## src/rtl/ssid_pkg.sv

```systemverilog
// Sorted set insert/delete: shared types, codes and constants.
// No dependencies; every other file in rtl/ but ssid_ram imports this package.
package ssid_pkg;

  localparam int CAPACITY_DEF = 64;
  localparam int DATA_W       = 32;
  localparam int POS_W        = 6;
  localparam int COUNT_W      = 7;
  localparam int STATUS_W     = 3;

  // Command codes
  localparam logic CMD_INSERT = 1'b0;
  localparam logic CMD_DELETE = 1'b1;

  // Result status codes
  localparam logic [STATUS_W-1:0] ST_INSERTED  = 3'd0;
  localparam logic [STATUS_W-1:0] ST_DUPLICATE = 3'd1;
  localparam logic [STATUS_W-1:0] ST_DELETED   = 3'd2;
  localparam logic [STATUS_W-1:0] ST_NOT_FOUND = 3'd3;
  localparam logic [STATUS_W-1:0] ST_FULL      = 3'd4;

  typedef struct packed {
    logic                     cmd;
    logic signed [DATA_W-1:0] value;
  } ssid_in_t;

  typedef struct packed {
    logic [STATUS_W-1:0] status;
    logic [POS_W-1:0]    position;
    logic [COUNT_W-1:0]  entry_count;
  } ssid_out_t;

  // Compare unit result
  typedef struct packed {
    logic precedes;
    logic equal;
  } cmp_res_t;

  typedef enum logic [2:0] {
    S_IDLE,
    S_SEARCH,
    S_DECIDE,
    S_SHIFT,
    S_FLUSH,
    S_PUT,
    S_RESP
  } seq_state_t;

endpackage

```

## src/rtl/ssid_ram.sv

```systemverilog
// Generic single-write, single-read RAM with registered read data.
// No dependencies.
module ssid_ram #(
  parameter int WIDTH = 32,
  parameter int DEPTH = 64,
  localparam int AW = (DEPTH > 1) ? $clog2(DEPTH) : 1
) (
  input  logic             clk,
  input  logic             wr_en,
  input  logic [AW-1:0]    wr_addr,
  input  logic [WIDTH-1:0] wr_data,
  input  logic [AW-1:0]    rd_addr,
  output logic [WIDTH-1:0] rd_data
);

  logic [WIDTH-1:0] mem [DEPTH];

  // write port
  always_ff @(posedge clk) begin
    if (wr_en) begin
      mem[wr_addr] <= wr_data;
    end
  end

  // registered read port
  always_ff @(posedge clk) begin
    rd_data <= mem[rd_addr];
  end

endmodule

```

## src/rtl/ssid_cmp.sv

```systemverilog
// Shared compare unit: orders a stored entry against the probe value.
// Depends on ssid_pkg.
module ssid_cmp (
  input  logic [ssid_pkg::DATA_W-1:0]        entry,
  input  logic signed [ssid_pkg::DATA_W-1:0] probe,
  input  logic                               descending,
  output ssid_pkg::cmp_res_t                 res
);
  import ssid_pkg::*;

  logic signed [DATA_W-1:0] entry_s;

  assign entry_s = $signed(entry);

  // entry stands strictly before probe in the configured order
  always_comb begin
    res.precedes = descending ? (entry_s > probe) : (entry_s < probe);
    res.equal    = (entry_s == probe);
  end

endmodule

```

## src/rtl/ssid_seq.sv

```systemverilog
// Sequencer and item registers: linear search, then one-entry-per-cycle
// shift through the entry RAM. Depends on ssid_pkg.
module ssid_seq #(
  parameter int CAPACITY = ssid_pkg::CAPACITY_DEF,
  localparam int AW = $clog2(CAPACITY),
  localparam int CW = $clog2(CAPACITY + 1)
) (
  input  logic                               clk,
  input  logic                               rst_n,
  input  logic                               start,
  input  ssid_pkg::ssid_in_t                 in_data,
  output logic                               busy,
  output logic                               out_valid,
  output ssid_pkg::ssid_out_t                out_data,
  input  ssid_pkg::cmp_res_t                 cmp_res,
  output logic signed [ssid_pkg::DATA_W-1:0] probe,
  output logic [AW-1:0]                      rd_addr,
  input  logic [ssid_pkg::DATA_W-1:0]        rd_data,
  output logic                               wr_en,
  output logic [AW-1:0]                      wr_addr,
  output logic [ssid_pkg::DATA_W-1:0]        wr_data
);
  import ssid_pkg::*;

  seq_state_t               state_r, state_nxt;
  logic                     cmd_r, cmd_nxt;
  logic signed [DATA_W-1:0] value_r, value_nxt;
  logic [CW-1:0]            pos_r, pos_nxt;
  logic                     hit_r, hit_nxt;
  logic [AW-1:0]            j_r, j_nxt;
  logic                     wv_r, wv_nxt;
  logic [AW-1:0]            wa_r, wa_nxt;
  logic [STATUS_W-1:0]      status_r, status_nxt;
  logic [CW-1:0]            count_r, count_nxt;

  logic [CW-1:0] pos_p1;
  logic [CW-1:0] cnt_m1;
  logic [CW-1:0] cnt_after;
  logic          is_ins;
  logic          full;
  logic [31:0]   pos_ext;
  logic [31:0]   cnt_ext;

  assign pos_p1 = pos_r + CW'(1);
  assign cnt_m1 = count_r - CW'(1);
  assign is_ins = (cmd_r == CMD_INSERT);
  assign full   = (count_r == CW'(CAPACITY));
  assign probe  = value_r;

  // next state
  always_comb begin
    state_nxt = state_r;
    case (state_r)
      S_IDLE: begin
        if (start) begin
          state_nxt = (count_r == '0) ? S_DECIDE : S_SEARCH;
        end
      end
      S_SEARCH: begin
        if (!cmp_res.precedes || (pos_p1 == count_r)) begin
          state_nxt = S_DECIDE;
        end
      end
      S_DECIDE: begin
        if (is_ins) begin
          if (hit_r || full)        state_nxt = S_RESP;
          else if (pos_r == count_r) state_nxt = S_PUT;
          else                       state_nxt = S_SHIFT;
        end else begin
          if (!hit_r)                state_nxt = S_RESP;
          else if (pos_p1 == count_r) state_nxt = S_RESP;
          else                        state_nxt = S_SHIFT;
        end
      end
      S_SHIFT: begin
        if (is_ins ? (j_r == pos_r[AW-1:0]) : (j_r == cnt_m1[AW-1:0])) begin
          state_nxt = S_FLUSH;
        end
      end
      S_FLUSH: state_nxt = is_ins ? S_PUT : S_RESP;
      S_PUT:   state_nxt = S_RESP;
      S_RESP:  state_nxt = S_IDLE;
      default: state_nxt = S_IDLE;
    endcase
  end

  // item and datapath registers
  always_comb begin
    cmd_nxt    = cmd_r;
    value_nxt  = value_r;
    pos_nxt    = pos_r;
    hit_nxt    = hit_r;
    j_nxt      = j_r;
    status_nxt = status_r;
    count_nxt  = count_r;
    wv_nxt     = (state_r == S_SHIFT);
    wa_nxt     = is_ins ? (j_r + AW'(1)) : (j_r - AW'(1));
    case (state_r)
      S_IDLE: begin
        if (start) begin
          cmd_nxt   = in_data.cmd;
          value_nxt = in_data.value;
          pos_nxt   = '0;
          hit_nxt   = 1'b0;
        end
      end
      S_SEARCH: begin
        if (cmp_res.precedes) pos_nxt = pos_p1;
        else                  hit_nxt = cmp_res.equal;
      end
      S_DECIDE: begin
        if (is_ins) begin
          j_nxt = cnt_m1[AW-1:0];
          if (hit_r) begin
            status_nxt = ST_DUPLICATE;
          end else if (full) begin
            status_nxt = ST_FULL;
            pos_nxt    = '0;
          end else begin
            status_nxt = ST_INSERTED;
          end
        end else begin
          j_nxt = pos_p1[AW-1:0];
          if (hit_r) begin
            status_nxt = ST_DELETED;
          end else begin
            status_nxt = ST_NOT_FOUND;
            pos_nxt    = '0;
          end
        end
      end
      S_SHIFT: begin
        j_nxt = is_ins ? (j_r - AW'(1)) : (j_r + AW'(1));
      end
      S_RESP: begin
        count_nxt = cnt_after;
      end
      default: ;
    endcase
  end

  // count after this item
  always_comb begin
    case (status_r)
      ST_INSERTED: cnt_after = count_r + CW'(1);
      ST_DELETED:  cnt_after = cnt_m1;
      default:     cnt_after = count_r;
    endcase
  end

  // outputs: RAM ports, handshake, result
  always_comb begin
    rd_addr = '0;
    case (state_r)
      S_SEARCH: rd_addr = pos_p1[AW-1:0];
      S_SHIFT:  rd_addr = j_r;
      default:  rd_addr = '0;
    endcase

    if (state_r == S_PUT) begin
      wr_en   = 1'b1;
      wr_addr = pos_r[AW-1:0];
      wr_data = value_r;
    end else begin
      wr_en   = wv_r;
      wr_addr = wa_r;
      wr_data = rd_data;
    end

    pos_ext              = 32'(pos_r);
    cnt_ext              = 32'(cnt_after);
    busy                 = (state_r != S_IDLE);
    out_valid            = (state_r == S_RESP);
    out_data.status      = status_r;
    out_data.position    = pos_ext[POS_W-1:0];
    out_data.entry_count = cnt_ext[COUNT_W-1:0];
  end

  // control registers
  always_ff @(posedge clk) begin
    if (!rst_n) begin
      state_r <= S_IDLE;
      count_r <= '0;
      wv_r    <= 1'b0;
    end else begin
      state_r <= state_nxt;
      count_r <= count_nxt;
      wv_r    <= wv_nxt;
    end
  end

  // payload registers
  always_ff @(posedge clk) begin
    cmd_r    <= cmd_nxt;
    value_r  <= value_nxt;
    pos_r    <= pos_nxt;
    hit_r    <= hit_nxt;
    j_r      <= j_nxt;
    wa_r     <= wa_nxt;
    status_r <= status_nxt;
  end

endmodule

```

## src/rtl/sorted_set_insert_delete.sv

```systemverilog
// Sorted set of distinct signed values with insert and delete items.
// Depends on ssid_pkg, ssid_ram, ssid_cmp, ssid_seq.
//
//   channel | ports                        | handshake
//   --------+------------------------------+-----------------------------------
//   input   | start, busy, in_data         | taken when start && !busy
//   result  | out_valid, out_data          | one-cycle strobe, no back-pressure
//   config  | cfg_wr_en, cfg_wr_data       | written when cfg_wr_en is high
//
// An item searches the entries in order, then, when entries must move, shifts
// them and, for a new insert, stores its value; the next item is taken only
// after its result. The entry RAM is single-read, single-write and there is
// one compare unit, so search and shift each handle one entry per cycle.
// Reset is synchronous, active low, and empties the set; no clearing pass.
// busy stays high from acceptance through the result strobe.
module sorted_set_insert_delete #(
  parameter int CAPACITY = ssid_pkg::CAPACITY_DEF
) (
  input  logic                clk,
  input  logic                rst_n,
  input  logic                start,
  input  ssid_pkg::ssid_in_t  in_data,
  output logic                busy,
  output logic                out_valid,
  output ssid_pkg::ssid_out_t out_data,
  input  logic                cfg_wr_en,
  input  logic                cfg_wr_data
);
  import ssid_pkg::*;

  localparam int AW = $clog2(CAPACITY);

  logic                     desc_r;
  cmp_res_t                 cmp_res;
  logic signed [DATA_W-1:0] probe;
  logic [AW-1:0]            rd_addr;
  logic [DATA_W-1:0]        rd_data;
  logic                     wr_en;
  logic [AW-1:0]            wr_addr;
  logic [DATA_W-1:0]        wr_data;

  // order register
  always_ff @(posedge clk) begin
    if (!rst_n) begin
      desc_r <= 1'b0;
    end else if (cfg_wr_en) begin
      desc_r <= cfg_wr_data;
    end
  end

  ssid_seq #(.CAPACITY(CAPACITY)) u_seq (
    .clk       (clk),
    .rst_n     (rst_n),
    .start     (start),
    .in_data   (in_data),
    .busy      (busy),
    .out_valid (out_valid),
    .out_data  (out_data),
    .cmp_res   (cmp_res),
    .probe     (probe),
    .rd_addr   (rd_addr),
    .rd_data   (rd_data),
    .wr_en     (wr_en),
    .wr_addr   (wr_addr),
    .wr_data   (wr_data)
  );

  ssid_cmp u_cmp (
    .entry      (rd_data),
    .probe      (probe),
    .descending (desc_r),
    .res        (cmp_res)
  );

  ssid_ram #(.WIDTH(DATA_W), .DEPTH(CAPACITY)) u_entries (
    .clk     (clk),
    .wr_en   (wr_en),
    .wr_addr (wr_addr),
    .wr_data (wr_data),
    .rd_addr (rd_addr),
    .rd_data (rd_data)
  );

endmodule

```

## config.mk

```make
export PLATFORM = sky130hd
export DESIGN_NAME = sorted_set_insert_delete
export DESIGN_NICKNAME = d
export VERILOG_FILES = /design/src/rtl/ssid_pkg.sv /design/src/rtl/ssid_ram.sv /design/src/rtl/ssid_cmp.sv /design/src/rtl/ssid_seq.sv /design/src/rtl/sorted_set_insert_delete.sv
export SDC_FILE = /design/constraint.sdc
export NUM_CORES = 2
export LEC_CHECK = 0
export BUFFER_PORTS_ARGS = -buffer_cell sky130_fd_sc_hd__buf_2
export CORE_MARGIN = 8
export CORE_UTILIZATION = 53
export DETAILED_ROUTE_END_ITERATION = 8
export PLACE_DENSITY = 0.69
export SYNTH_ARGS = -nofsm -noshare
export SYNTH_HDL_FRONTEND = slang
export SYNTH_SLANG_ARGS = --single-unit
```

## constraint.sdc

```tcl
create_clock -name clk -period 7.8 [get_ports clk]
set_input_delay 1.95 -clock clk [delete_from_list [all_inputs] [get_ports clk]]
set_output_delay 1.95 -clock clk [all_outputs]
set_load 0.02 [all_outputs]
```

==> results.toml <==
[outcome]
status = "finished clean"

[synth]
netlist_instances = 6271
synth_most_common_cell = "edfxtp_1"
synthAdderAreaFrac_pct = 0.558
yosys_warnings = 0
ys_ff_latch = 2148
synth_xor_area_share_pct = 0.574
yosys-top-cells-count = "2098 x edfxtp_1, 1623 x nand2_1, 597 x nand3_1"
synth_top_family_by_area = "simple AND/OR/NAND/NOR gates"
synth_edf_count = 2098
syn-mean-instance-area_um2 = 13.9
synthMuxAreaShare_pct = 5.74
yosys-top-cells-area = "edfxtp_1 72%, nand2_1 7.0%, mux2i_1 5.2%, nand3_1 3.4%, a311oi_1 2.6%"
syn-cell-area_um2 = 87400
ys_seq_area_share_pct = 73.2
yosysTopAreaCellShare_pct = 72.1
yosys.area_share.simple_pct = 12.7
synthFlopType = "edfxtp_1"
synthesis.nets = 6348
synthArstFlopShare_pct = 0
synth.distinct_cells = 66
yosys.area.top_type = "edfxtp_1"
synth_compound_area_share_pct = 4.45

[global_route]
grt_pass1_vias = 51000
met2_usage_pct = 38.1
grt_overflow_total = 0
grtUsageTotal_pct = 24.2
met1_usage_pct = 34.2
grt_max_degree = 154
busiest_layer = "met2"
grt_util_met3_pct = 4.20
antenna_found_initial = 4
grt_pass1_wl_um = 329000

[power]
power.density_nw_per_um2 = 326
leakage_nw = 31.9
ir_drop_mv = 0.282
finalPower_mw = 31.6

[clocking]
cts_tree = "built"
cts_resized = 0
clockBufferDepth = 3
clk_pin_slew_ns = 0.06
clockRootBuffer = "clkbuf_16"
cts_made_buffers = 208
clock-sinks = 2148
cts_setup_buffers = 0
clkLatencyLatePin_ns = 0.85
hold_buffers = 0
h-tree-depth = 4

[sta]
maxSlewHeadroom_pct = 13.6
grt_setup_unrepaired = "false"
fmax_mhz = 207
setup_viol = 0
finalSetupTns_ns = 0
drv_slew = 0
finalHoldViolCount = 0
finalWorstSetupSlack_ns = 2.96
post-route-min-period_ns = 4.84
finalClockSkew_ns = 0.0347
fin_crit_sh_pct = 62.0
worst_slew_pin_slew_ns = 1.29

[drt]
vias_per_cell = 6.14
drt_pass1_iterations = 6
wl_per_cell_um = 25.8
wirelength_um = 223000
num_vias = 53100
drtIter0Drc = 6650
drtAntennaViolNets = 0
drc = 0

[setup_path]
critPathArrivalTime_ns = 2.89
cp.required_ns = 5.85
start_kind = "flip-flop"
path_class = "flip-flop to output port"
end_kind = "output port"
r2r-start = "u_seq.pos_r[0]"
critPathLaunch = "u_seq.count_r[2]"
worst-path-max-fanout = 11

[floorplanning]
die_w_um = 422
dieArea_um2 = 178000
coreArea_um2 = 164000
io_pins = 56
die_h_um = 422
rows = 149
initial_core_util_pct = 53.2

[placed_design]
io_buffers = 55
place_area_um2 = 90500
place_congestion = 0.876
hpwl_um = 119000
place_ws_ns = 3.27

[layout]
diodes = 0
final_area_um2 = 96900
fin_nets = 6357
drive_gt1_share_pct = 9.54
areaGrowthSynthToFinish_pct = 10.9
final.fill_count = 12500

[worst_hold_path]
hp-class = "flip-flop to flip-flop"
hold_start = "u_seq.count_r[5]"

[flow_run]
maxCapViolations = 0
[per-stage QoR]
stage | std cells | hold WS, ns | utilization, %
after floorplan | 6271 | 0.424 | -
after global placement | 8259 | 0.588 | 55.0
after detailed placement | 8259 | 0.601 | 55.0
after CTS | 8646 | 0.611 | 58.9
after global routing | 8646 | 0.635 | 58.9
final | 8646 | 0.608 | 58.9
[cells by family after synthesis]
| logic type | Yosys count |
|---|---|
| xor+xnor | 53 |
| mux | 494 |
| buf+inv | 466 |
| compound gates | 494 |
| flops | 2148 |
| simple gates | 2577 |
| fa+ha+maj | 39 |
[worst max-delay path, stage by stage, from the launching register on]
cell	delay, ns
dfxtp_1	0.46
nor3_1	0.37
nor3b_1	0.40
a21oi_1	0.12
nor3_1	0.19
xor2_1	0.27
buf_2	0.24
[layer usage]
| layer | share of wire, % | wire [um] |
|---|---|---|
| met1 | 41 | 91700 |
| met2 | 46 | 104000 |
| met3 | 8.9 | 19900 |
| met4 | 3.6 | 8040 |
| met5 | 0.0090 | 20 |
[report_power, final]
| part | internal (mW) | switching (mW) | total [mW] | leakage [nW] |
|---|---|---|---|---|
| sequential | 14.7 | 0.274 | 14.9 | 19.3 |
| combinational | 1.82 | 5.38 | 7.21 | 9.52 |
| clock | 5.22 | 4.27 | 9.49 | 3.11 |
| total | 21.7 | 9.92 | 31.6 | 31.9 |
[cell usage in the layout (no fill, tap or decap), types with 33 or more instances in the layout]
cell type / count
nor3_1: 46
buf_4: 151
edfxtp_1: 2098
ha_1: 39
o21ai_4: 33
clkbuf_16: 208
nand3_1: 596
and3_1: 167
nand2_1: 1622
a31oi_1: 66
inv_1: 42
dfxtp_1: 50
buf_2: 55
a311oi_1: 256
clkinv_1: 59
clkbuf_1: 55
nor2_4: 58
mux2i_1: 458
a221o_1: 33
[registers in the layout, summed over array words and instances, names as in the netlist]
register / cells
u_seq.count_r: 7
u_seq.cmd_r: 1
u_seq.wa_r: 6
u_seq.probe: 32
u_seq.status_r: 3
u_entries.rd_data: 32
desc_r: 1
u_seq.wv_r: 1
u_seq.j_r: 6
u_seq.state_r: 3
u_seq.hit_r: 1
u_entries.mem: 2048
u_seq.pos_r: 7
[final cells by class]
class                      instances  area, um2  share of cell area (%)
clock buffer                     273       5550                    5.73
clock inverter                   114        840                   0.867
inverter                          42        158                   0.163
multi-input combinational       3657      21900                    22.6
sequential                      2148      64000                    66.1
tap                             2189       2740                    2.83
timing repair buffer             223       1750                    1.81
[path summary, 6_finish.rpt]
check,end,slack (ns),depth (start not counted)
hold / removal,u_seq.count_r[5],0.61,2
setup reg to reg,u_entries.rd_data[22],3.22,11
setup / recovery,out_data[5],2.96,6
hold reg to reg,u_seq.count_r[5],0.61,2
No activity file was read; power rests on OpenSTA's default activity.
